===== config.mk =====
export PLATFORM = sky130hd
export DESIGN_NAME = rational_arith_unit
export DESIGN_NICKNAME = d
export VERILOG_FILES = /design/src/design/rau_pkg.sv /design/src/design/rau_ctrl.sv /design/src/design/rau_dp.sv /design/src/design/rational_arith_unit.sv
export VERILOG_INCLUDE_DIRS = /design/src /design/src/design
export SDC_FILE = /design/constraint.sdc
export NUM_CORES = 2
export LEC_CHECK = 0
export BUFFER_PORTS_ARGS = -buffer_cell sky130_fd_sc_hd__buf_2
export CAP_MARGIN = 5
export CORE_ASPECT_RATIO = 1.5
export CORE_MARGIN = 5
export CORE_UTILIZATION = 55
export CTS_CLUSTER_DIAMETER = 100
export DETAILED_ROUTE_END_ITERATION = 6
export PLACE_DENSITY = 0.79
export SLEW_MARGIN = 25
export SYNTH_ARGS = -nofsm -noshare
export SYNTH_HDL_FRONTEND = slang
export SYNTH_SLANG_ARGS = --single-unit
export TNS_END_PERCENT = 20

===== constraint.sdc =====
create_clock -name i_clk -period 20.4 [get_ports i_clk]
set_input_delay 2.04 -clock i_clk [delete_from_list [all_inputs] [get_ports i_clk]]
set_output_delay 2.04 -clock i_clk [all_outputs]
set_load 0.02 [all_outputs]

===== src/design/rational_arith_unit_macros.svh =====
// Assertion macros shared by the rational arithmetic unit modules.
// Needs i_clk and i_rst_n in the scope of the module that uses them.
`ifndef RATIONAL_ARITH_UNIT_MACROS_SVH
`define RATIONAL_ARITH_UNIT_MACROS_SVH

// Same-cycle implication, disabled while reset is asserted.
`define RAU_ASSERT_NOW(lbl, ante, cons, msg) \
    lbl: assert property (@(posedge i_clk) disable iff (!i_rst_n) (ante) |-> (cons)) \
        else $error(msg);

// Next-cycle implication, disabled while reset is asserted.
`define RAU_ASSERT_NEXT(lbl, ante, cons, msg) \
    lbl: assert property (@(posedge i_clk) disable iff (!i_rst_n) (ante) |=> (cons)) \
        else $error(msg);

`endif


===== src/design/rau_pkg.sv =====
// Shared constants, types and helpers for the rational arithmetic unit.
// No dependencies; imported by the controller, the datapath and the top level.
package rau_pkg;

    localparam int OPERAND_WIDTH = 16;
    localparam int IN_W          = 16;
    localparam int ACT_W         = 2;
    localparam int RES_NUM_W     = 33;
    localparam int RES_DEN_W     = 31;

    // Product, signed numerator and magnitude widths.
    localparam int PW = 2 * OPERAND_WIDTH;
    localparam int NW = PW + 1;
    localparam int MW = NW;
    localparam int KW = $clog2(MW);
    localparam int CW = $clog2(MW);
    localparam int XW = (OPERAND_WIDTH > IN_W) ? OPERAND_WIDTH : IN_W;

    localparam int IN_TDATA_W  = ((ACT_W + 4 * IN_W + 7) / 8) * 8;
    localparam int OUT_TDATA_W = ((RES_NUM_W + RES_DEN_W + 7) / 8) * 8;

    localparam logic [ACT_W-1:0] ACT_ADD = 2'd0;
    localparam logic [ACT_W-1:0] ACT_SUB = 2'd1;
    localparam logic [ACT_W-1:0] ACT_MUL = 2'd2;
    localparam logic [ACT_W-1:0] ACT_DIV = 2'd3;

    // Product / accumulate step selectors.
    localparam logic [1:0] SEL_P0 = 2'd0;
    localparam logic [1:0] SEL_P1 = 2'd1;
    localparam logic [1:0] SEL_P2 = 2'd2;

    typedef logic signed [OPERAND_WIDTH-1:0] t_op;

    typedef struct packed {
        logic       load;
        logic       mul_en;
        logic [1:0] mul_sel;
        logic       acc_en;
        logic [1:0] acc_sel;
        logic       prep;
        logic       gcd_step;
        logic       div_init;
        logic       div_step;
        logic       out_load;
    } t_dp_cmd;

    typedef struct packed {
        logic err;
        logic num_zero;
        logic gcd_done;
        logic out_free;
    } t_dp_sts;

    // Take an input field as an OPERAND_WIDTH-bit two's complement value.
    function automatic t_op to_op(input logic [IN_W-1:0] f);
        logic [XW-1:0] z;
        z = XW'(f);
        return t_op'(z[OPERAND_WIDTH-1:0]);
    endfunction

endpackage


===== src/design/rau_ctrl.sv =====
// Sequencing state machine of the rational arithmetic unit.
// Depends on rau_pkg and rational_arith_unit_macros.svh; drives rau_dp commands.
`include "rational_arith_unit_macros.svh"

module rau_ctrl
    import rau_pkg::*;
(
    input  logic    i_clk,
    input  logic    i_rst_n,
    input  logic    i_in_valid,
    output logic    o_in_ready,
    output t_dp_cmd o_cmd,
    input  t_dp_sts i_sts
);

    typedef enum logic [5:0] {
        ST_IDLE = 6'b000001,
        ST_MUL  = 6'b000010,
        ST_PREP = 6'b000100,
        ST_GCD  = 6'b001000,
        ST_DIV  = 6'b010000,
        ST_OUT  = 6'b100000
    } t_state;

    t_state        r_state, n_state;
    logic [CW-1:0] r_cnt, n_cnt;

    always_ff @(posedge i_clk) begin
        if (!i_rst_n) begin
            r_state <= ST_IDLE;
            r_cnt   <= '0;
        end else begin
            r_state <= n_state;
            r_cnt   <= n_cnt;
        end
    end

    always_comb begin
        n_state    = r_state;
        n_cnt      = r_cnt;
        o_in_ready = 1'b0;
        o_cmd      = '0;
        unique case (r_state)
            ST_IDLE: begin
                o_in_ready = 1'b1;
                if (i_in_valid) begin
                    o_cmd.load = 1'b1;
                    n_cnt      = '0;
                    n_state    = ST_MUL;
                end
            end
            ST_MUL: begin
                // Form one product per cycle, fold the previous one in behind it.
                o_cmd.mul_en  = (r_cnt < CW'(3));
                o_cmd.mul_sel = r_cnt[1:0];
                o_cmd.acc_en  = (r_cnt != '0);
                o_cmd.acc_sel = r_cnt[1:0] - 2'd1;
                n_cnt         = r_cnt + CW'(1);
                if (r_cnt == CW'(3)) begin
                    n_state = ST_PREP;
                end
            end
            ST_PREP: begin
                o_cmd.prep = 1'b1;
                if (i_sts.err || i_sts.num_zero) begin
                    n_state = ST_OUT;
                end else begin
                    n_state = ST_GCD;
                end
            end
            ST_GCD: begin
                if (i_sts.gcd_done) begin
                    o_cmd.div_init = 1'b1;
                    n_cnt          = CW'(MW - 1);
                    n_state        = ST_DIV;
                end else begin
                    o_cmd.gcd_step = 1'b1;
                end
            end
            ST_DIV: begin
                o_cmd.div_step = 1'b1;
                n_cnt          = r_cnt - CW'(1);
                if (r_cnt == '0) begin
                    n_state = ST_OUT;
                end
            end
            ST_OUT: begin
                // Hold until the output register is free.
                if (i_sts.out_free) begin
                    o_cmd.out_load = 1'b1;
                    n_state        = ST_IDLE;
                end
            end
            default: begin
                n_state = ST_IDLE;
            end
        endcase
    end

    `RAU_ASSERT_NEXT(a_prep_exit, r_state == ST_PREP, r_state == ST_GCD || r_state == ST_OUT, "prep must lead to gcd or output")
    `RAU_ASSERT_NEXT(a_div_end, r_state == ST_DIV && r_cnt == '0, r_state == ST_OUT, "divide must end in output after last step")
    `RAU_ASSERT_NEXT(a_out_exit, r_state == ST_OUT && i_sts.out_free, r_state == ST_IDLE, "output load must return to idle")

endmodule


===== src/design/rau_dp.sv =====
// Datapath of the rational arithmetic unit: products, binary GCD, two dividers.
// Depends on rau_pkg and rational_arith_unit_macros.svh; driven by rau_ctrl.
`include "rational_arith_unit_macros.svh"

module rau_dp
    import rau_pkg::*;
(
    input  logic                        i_clk,
    input  logic                        i_rst_n,
    input  t_dp_cmd                     i_cmd,
    output t_dp_sts                     o_sts,
    input  logic [ACT_W-1:0]            i_action,
    input  logic [IN_W-1:0]             i_a_num,
    input  logic [IN_W-1:0]             i_a_den,
    input  logic [IN_W-1:0]             i_b_num,
    input  logic [IN_W-1:0]             i_b_den,
    output logic                        o_valid,
    input  logic                        i_ready,
    output logic signed [RES_NUM_W-1:0] o_res_num,
    output logic [RES_DEN_W-1:0]        o_res_den,
    output logic                        o_status
);

    logic [ACT_W-1:0]      r_act;
    t_op                   r_an, r_ad, r_bn, r_bd;
    logic                  r_err;
    logic signed [PW-1:0]  r_prod;
    logic signed [NW-1:0]  r_num;
    logic signed [PW-1:0]  r_den;
    logic                  r_neg;
    logic [MW-1:0]         r_u, r_v;
    logic [KW-1:0]         r_k;
    logic [MW-1:0]         r_g;
    logic [MW-1:0]         r_qn, r_qd;
    logic [MW-1:0]         r_rem_n, r_rem_d;
    logic                  r_valid;
    logic signed [RES_NUM_W-1:0] r_res_num;
    logic [RES_DEN_W-1:0]  r_res_den;
    logic                  r_status;

    t_op                  w_x, w_y;
    logic signed [PW-1:0] w_prod;
    logic signed [NW-1:0] w_prod_ext;
    logic [MW-1:0]        w_num_mag, w_den_mag;
    logic [MW:0]          w_trial_n, w_trial_d;
    logic                 w_ge_n, w_ge_d;
    logic [MW:0]          w_signed_q;
    logic                 w_out_free;

    // Operand selection for the shared multiplier.
    always_comb begin
        unique case (i_cmd.mul_sel)
            SEL_P0: begin
                w_x = r_an;
                w_y = (r_act == ACT_MUL) ? r_bn : r_bd;
            end
            SEL_P1: begin
                w_x = r_bn;
                w_y = r_ad;
            end
            default: begin
                w_x = r_ad;
                w_y = (r_act == ACT_DIV) ? r_bn : r_bd;
            end
        endcase
    end

    assign w_prod     = w_x * w_y;
    assign w_prod_ext = NW'(r_prod);
    assign w_num_mag  = r_num[NW-1] ? MW'(unsigned'(-r_num)) : MW'(unsigned'(r_num));
    assign w_den_mag  = r_den[PW-1] ? MW'(unsigned'(-r_den)) : MW'(unsigned'(r_den));

    assign w_trial_n = {r_rem_n, r_qn[MW-1]};
    assign w_trial_d = {r_rem_d, r_qd[MW-1]};
    assign w_ge_n    = (w_trial_n >= {1'b0, r_g});
    assign w_ge_d    = (w_trial_d >= {1'b0, r_g});
    assign w_signed_q = r_neg ? (-{1'b0, r_qn}) : {1'b0, r_qn};

    assign w_out_free = !r_valid || i_ready;

    always_ff @(posedge i_clk) begin
        if (i_cmd.load) begin
            r_act <= i_action;
            r_an  <= to_op(i_a_num);
            r_ad  <= to_op(i_a_den);
            r_bn  <= to_op(i_b_num);
            r_bd  <= to_op(i_b_den);
            r_err <= (to_op(i_a_den) == '0) || (to_op(i_b_den) == '0)
                     || ((i_action == ACT_DIV) && (to_op(i_b_num) == '0));
        end
        if (i_cmd.mul_en) begin
            r_prod <= w_prod;
        end
        if (i_cmd.acc_en) begin
            unique case (i_cmd.acc_sel)
                SEL_P0: r_num <= w_prod_ext;
                SEL_P1: begin
                    // Only add and subtract have a second numerator term.
                    if (r_act == ACT_ADD) begin
                        r_num <= r_num + w_prod_ext;
                    end else if (r_act == ACT_SUB) begin
                        r_num <= r_num - w_prod_ext;
                    end
                end
                default: r_den <= r_prod;
            endcase
        end
        if (i_cmd.prep) begin
            r_neg <= r_num[NW-1] ^ r_den[PW-1];
            r_u   <= w_num_mag;
            r_v   <= w_den_mag;
            r_qn  <= w_num_mag;
            r_qd  <= w_den_mag;
            r_k   <= '0;
        end
        if (i_cmd.gcd_step) begin
            priority if (!r_u[0] && !r_v[0]) begin
                r_u <= r_u >> 1;
                r_v <= r_v >> 1;
                r_k <= r_k + KW'(1);
            end else if (!r_u[0]) begin
                r_u <= r_u >> 1;
            end else if (!r_v[0]) begin
                r_v <= r_v >> 1;
            end else if (r_u > r_v) begin
                r_u <= (r_u - r_v) >> 1;
            end else begin
                r_v <= (r_v - r_u) >> 1;
            end
        end
        if (i_cmd.div_init) begin
            r_g     <= r_u << r_k;
            r_rem_n <= '0;
            r_rem_d <= '0;
        end
        if (i_cmd.div_step) begin
            r_rem_n <= w_ge_n ? MW'(w_trial_n - {1'b0, r_g}) : w_trial_n[MW-1:0];
            r_rem_d <= w_ge_d ? MW'(w_trial_d - {1'b0, r_g}) : w_trial_d[MW-1:0];
            r_qn    <= {r_qn[MW-2:0], w_ge_n};
            r_qd    <= {r_qd[MW-2:0], w_ge_d};
        end
        if (i_cmd.out_load) begin
            priority if (r_err) begin
                r_res_num <= '0;
                r_res_den <= '0;
                r_status  <= 1'b1;
            end else if (r_num == '0) begin
                r_res_num <= '0;
                r_res_den <= RES_DEN_W'(1);
                r_status  <= 1'b0;
            end else begin
                r_res_num <= RES_NUM_W'(signed'(w_signed_q));
                r_res_den <= RES_DEN_W'(r_qd);
                r_status  <= 1'b0;
            end
        end
    end

    always_ff @(posedge i_clk) begin
        if (!i_rst_n) begin
            r_valid <= 1'b0;
        end else if (i_cmd.out_load) begin
            r_valid <= 1'b1;
        end else if (i_ready) begin
            r_valid <= 1'b0;
        end
    end

    assign o_sts.err      = r_err;
    assign o_sts.num_zero = (r_num == '0);
    assign o_sts.gcd_done = (r_u == r_v);
    assign o_sts.out_free = w_out_free;

    assign o_valid   = r_valid;
    assign o_res_num = r_res_num;
    assign o_res_den = r_res_den;
    assign o_status  = r_status;

    `RAU_ASSERT_NOW(a_gcd_nonzero, i_cmd.gcd_step, r_u != '0 && r_v != '0, "gcd operand reached zero")
    `RAU_ASSERT_NOW(a_rem_bound, i_cmd.div_step, r_rem_n < r_g && r_rem_d < r_g, "divider remainder not below divisor")
    `RAU_ASSERT_NEXT(a_load_valid, i_cmd.out_load, r_valid, "result lost after output load")
    `RAU_ASSERT_NOW(a_den_ok, r_valid && !r_status, r_res_den != '0, "zero denominator on a good result")

endmodule


===== src/design/rational_arith_unit.sv =====
// Rational arithmetic unit: add, subtract, multiply or divide two signed
// fractions and return the result in lowest terms with a positive denominator.
//
// Input channel s_axis: one request per item; action and four 16-bit operands.
// Output channel m_axis: one result per request; numerator, denominator, and
// an error flag on m_axis_tuser (zero denominator or division by zero, 0/0).
// A zero numerator gives 0/1.
// Steps: products formed on one shared multiplier, a setup step, the
// binary GCD (one shift or subtract step per cycle), forming the GCD,
// 33 steps of two restoring dividers, and the output load.
// Error and zero-numerator items skip the GCD and the dividers.
// One item is worked on at a time; the next request is taken as soon as the
// result sits in the output register, even if it has not been taken yet.
// If the receiver stalls, the result holds in the output register and a
// finished next item waits in the controller until that register frees.
// Reset (i_rst_n low, synchronous) returns the controller to idle and drops
// any result not yet taken.
// Depends on rau_pkg, rau_ctrl and rau_dp.
module rational_arith_unit
    import rau_pkg::*;
(
    input  logic                   i_clk,
    input  logic                   i_rst_n,
    input  logic                   s_axis_tvalid,
    output logic                   s_axis_tready,
    // action[1:0], a_num[17:2], a_den[33:18], b_num[49:34], b_den[65:50], zero pad
    input  logic [IN_TDATA_W-1:0]  s_axis_tdata,
    output logic                   m_axis_tvalid,
    input  logic                   m_axis_tready,
    // res_num[32:0], res_den[63:33]
    output logic [OUT_TDATA_W-1:0] m_axis_tdata,
    // status[0]
    output logic                   m_axis_tuser
);

    t_dp_cmd                     w_cmd;
    t_dp_sts                     w_sts;
    logic                        w_in_ready;
    logic signed [RES_NUM_W-1:0] w_res_num;
    logic [RES_DEN_W-1:0]        w_res_den;

    rau_ctrl u_ctrl (
        .i_clk      (i_clk),
        .i_rst_n    (i_rst_n),
        .i_in_valid (s_axis_tvalid),
        .o_in_ready (w_in_ready),
        .o_cmd      (w_cmd),
        .i_sts      (w_sts)
    );

    rau_dp u_dp (
        .i_clk     (i_clk),
        .i_rst_n   (i_rst_n),
        .i_cmd     (w_cmd),
        .o_sts     (w_sts),
        .i_action  (s_axis_tdata[ACT_W-1:0]),
        .i_a_num   (s_axis_tdata[ACT_W + IN_W - 1 : ACT_W]),
        .i_a_den   (s_axis_tdata[ACT_W + 2*IN_W - 1 : ACT_W + IN_W]),
        .i_b_num   (s_axis_tdata[ACT_W + 3*IN_W - 1 : ACT_W + 2*IN_W]),
        .i_b_den   (s_axis_tdata[ACT_W + 4*IN_W - 1 : ACT_W + 3*IN_W]),
        .o_valid   (m_axis_tvalid),
        .i_ready   (m_axis_tready),
        .o_res_num (w_res_num),
        .o_res_den (w_res_den),
        .o_status  (m_axis_tuser)
    );

    assign s_axis_tready = w_in_ready;
    assign m_axis_tdata  = OUT_TDATA_W'({w_res_den, w_res_num});

endmodule

==> flow_summary.yaml <==
cells_and_area:
  syn_to_final_growth_pct: 8.471
  drive_gt1_share_pct: 7.803
  fill_cells: 6420
  fin_area_sq_um: 44890
  nets: 5201
detailed_routing:
  drc: 0
  first_pass_iters: 6
  via_count: 34370
  drt-total-wl_um: 123500
  drt_first_iter_violations: 2563
  postRouteAntennaNets: 0
  viasPerCell: 6.093
  avgRoutedWirePerCell_um: 21.89
floorplan:
  start_util_pct: 55.33
  die-area_sq_um: 80950
  die_h_um: 346.0
  die_w_um: 234.0
  fp-row-count: 123
  core_sq_um: 74790
  ios: 143
logic_synthesis:
  netlist.area_leader.share_pct: 28.66
  synth_edf_count: 395
  yosysSeqAreaShare_pct: 32.77
  synth-async-reset-ratio_pct: 0
  syn-cell-area_sq_um: 41390
  yosysMostFrequentCell: "nor2_1"
  yosysTopAreaCell: "edfxtp_1"
  yosys_warnings: 0
  synthTopCellsByCount: "nor2_1, nand2_1, inv_1"
  synthTopCellsByArea: "edfxtp_1, fa_1, ha_1, nor2_1, a21oi_1"
  synth_ff_type: "edfxtp_1"
  syn_area_per_cell_sq_um: 9.100
  yosysUniqueCellTypes: 77
  syn_inst: 4548
  synth_fp_nets: 5149
  synth-seq-cells: 480
worst_setup_path:
  cp.arrival_ns: 10.66
  critPathKind: "reg2reg"
  cp_max_fo: 24
  end_kind: "flop"
  required_ns: 20.76
  cp-start-kind: "flop"
clock_tree:
  numCtsBuffers: 50
  cts_buffer_depth: 3
  hold_buffers: 0
  cts_sinks: 480
  clkLatencyLatePin_ns: 0.64
  cts_tree: "yes"
  cts_root_buf: "clkbuf_16"
  path_clk_slew_ns: 0.06
  cts_max_level: 2
  postCtsResizedCells: 0
  postCtsSetupBuffers: 0
placement:
  port_buffers: 136
  gp_congestion: 1.046
  hpwlAfterDp_um: 97110
  place_area_sq_um: 43160
sta:
  slew_viol_final: 0
  setup-tns-final_ns: 0
  slew-limit-headroom_pct: 26.00
  clock-skew-final_ns: 0.03688
  grt_setup_unrepaired: "false"
  fmax_ghz: 0.09707
  hold_viol_final: 0
  final.period_utilization_pct: 50.50
  period_needed_ns: 10.30
  setup-violations-final: 0
  worst_pin_slew_ns: 1.110
global_route:
  grt_max_degree: 187
  grt_pass1_vias: 34350
  antenna_found_initial: 3
  grtUsageTotal_pct: 30.02
  grt_pass1_wl_um: 189200
  overflow: 0
hold_path:
  min_path_type: "reg2reg"
run_status:
  outcome: "finished clean"
job:
  maxCapViolations: 0
cells in the final DEF (no fill, tap or decap), drive strengths merged, types with 30 or more instances in the layout:
cell and n:
nand3 78, and2 47, o31ai 39, xor2 168, nor2b 36, a211oi 55
buf 203, o211ai 34, nor2 521, a21oi 376, xnor2 127, dfxtp 85
inv 458, mux2i 30, nor4 33, nand2b 39, clkbuf 56, edfxtp 395
o21ai 220, ha 257, or3 40, a21o 95, a31oi 30, fa 268
nor3 69, o221ai 34, nand2 463, o21a 35
sequential cells by signal (all words and copies together) (netlist names), 2 cells and up:
signal	cells
u_dp.r_num	33
u_dp.r_u	33
u_dp.r_g	33
u_dp.r_qd	33
u_ctrl.r_state	6
u_dp.r_act	2
u_dp.r_qn	33
u_dp.r_prod	32
u_dp.r_rem_n	33
u_ctrl.r_cnt	6
u_dp.r_an	16
u_dp.r_v	33
u_dp.r_den	32
u_dp.o_res_den	31
u_dp.r_ad	16
u_dp.r_bn	16
u_dp.r_rem_d	33
u_dp.r_k	6
u_dp.r_bd	16
u_dp.o_res_num	33
logic make-up (layout without fill, tap and decap cells):
logic type,Yosys count,in the layout,synth area share (%)
simple gates,1439,1439,15.65
compound gates,1099,1099,16.87
buf+inv,659,750,5.998
fa+ha+maj,525,525,20.73
flops,480,480,32.77
xor+xnor,295,295,6.243
mux,51,51,1.732
other cells,0,2,0
layer usage:
metal / part of all wire (%) / vias to the layer above / global-route usage [%] / wire length [um]
met3: 6.1 / 542 / 5.163 / 7478
met1: 33 / 16470 / 30.58 / 40870
met2: 50 / 1400 / 52.20 / 61230
li1: - / 15960 / - / -
met5: 0.011 / - / 0 / 13
met4: 11 / 2 / 26.33 / 13920
path summary, 6_finish.rpt:
kind	from	to	slack, ns	cells past startpoint
setup reg to reg	u_ctrl.r_cnt[0]	u_dp.r_prod[30]	10.10	27
setup / recovery	u_ctrl.r_cnt[0]	u_dp.r_prod[30]	10.10	27
hold / removal	u_dp.r_v[32]	u_dp.r_v[32]	0.49	2
hold reg to reg	u_dp.r_v[32]	u_dp.r_v[32]	0.49	2
final cells by class:
cell class              count  area, sq um  share of cell area (%)
flip-flops and latches    480        13560                   30.22
clock inverters            35        396.6                  0.8835
clock buffers              56         1305                   2.907
inverters                 456         1712                   3.813
multi-input cells        3409        25450                   56.69
diodes                      2        5.005                 0.01115
well taps                1000         1251                   2.787
repair buffers            203         1209                   2.692
worst max-delay path, stage by stage (launching register included):
cell and delay, ns:
dfxtp_1 1.00, inv_1 0.67, a21oi_1 0.28, nor2_1 0.06
o21ai_1 0.14, buf_4 0.25, o22ai_1 0.14, nor2_1 0.85
nand2_1 0.19, fa_1 0.54, inv_1 0.06, fa_1 0.51
fa_1 0.60, fa_1 0.44, fa_1 0.49, inv_1 0.05
fa_1 0.47, inv_1 0.05, ha_1 0.36, nand2_1 0.08
nor3_1 0.50, or4b_2 0.72, a21oi_1 0.54, a2111oi_0 0.26
nor4b_1 0.45, o21a_1 0.17, nor2_1 0.05, xnor2_1 0.12
metrics by stage:
stage	instances	hold slack [ns]	setup slack [ns]	utilization [%]
5_1_grt	5639	0.5168	9.671	60.01
4_1_cts	5638	0.4924	10.12	59.98
3_3_place_gp	5545	0.4612	10.21	57.68
3_5_place_dp	5547	0.4802	10.14	57.71
6_report	5641	0.4944	10.10	60.02
2_1_floorplan	4548	0.4449	11.99	-
Power is not shown: default switching activity piles up to over one toggle a cycle in this logic, so the estimate is an artifact.
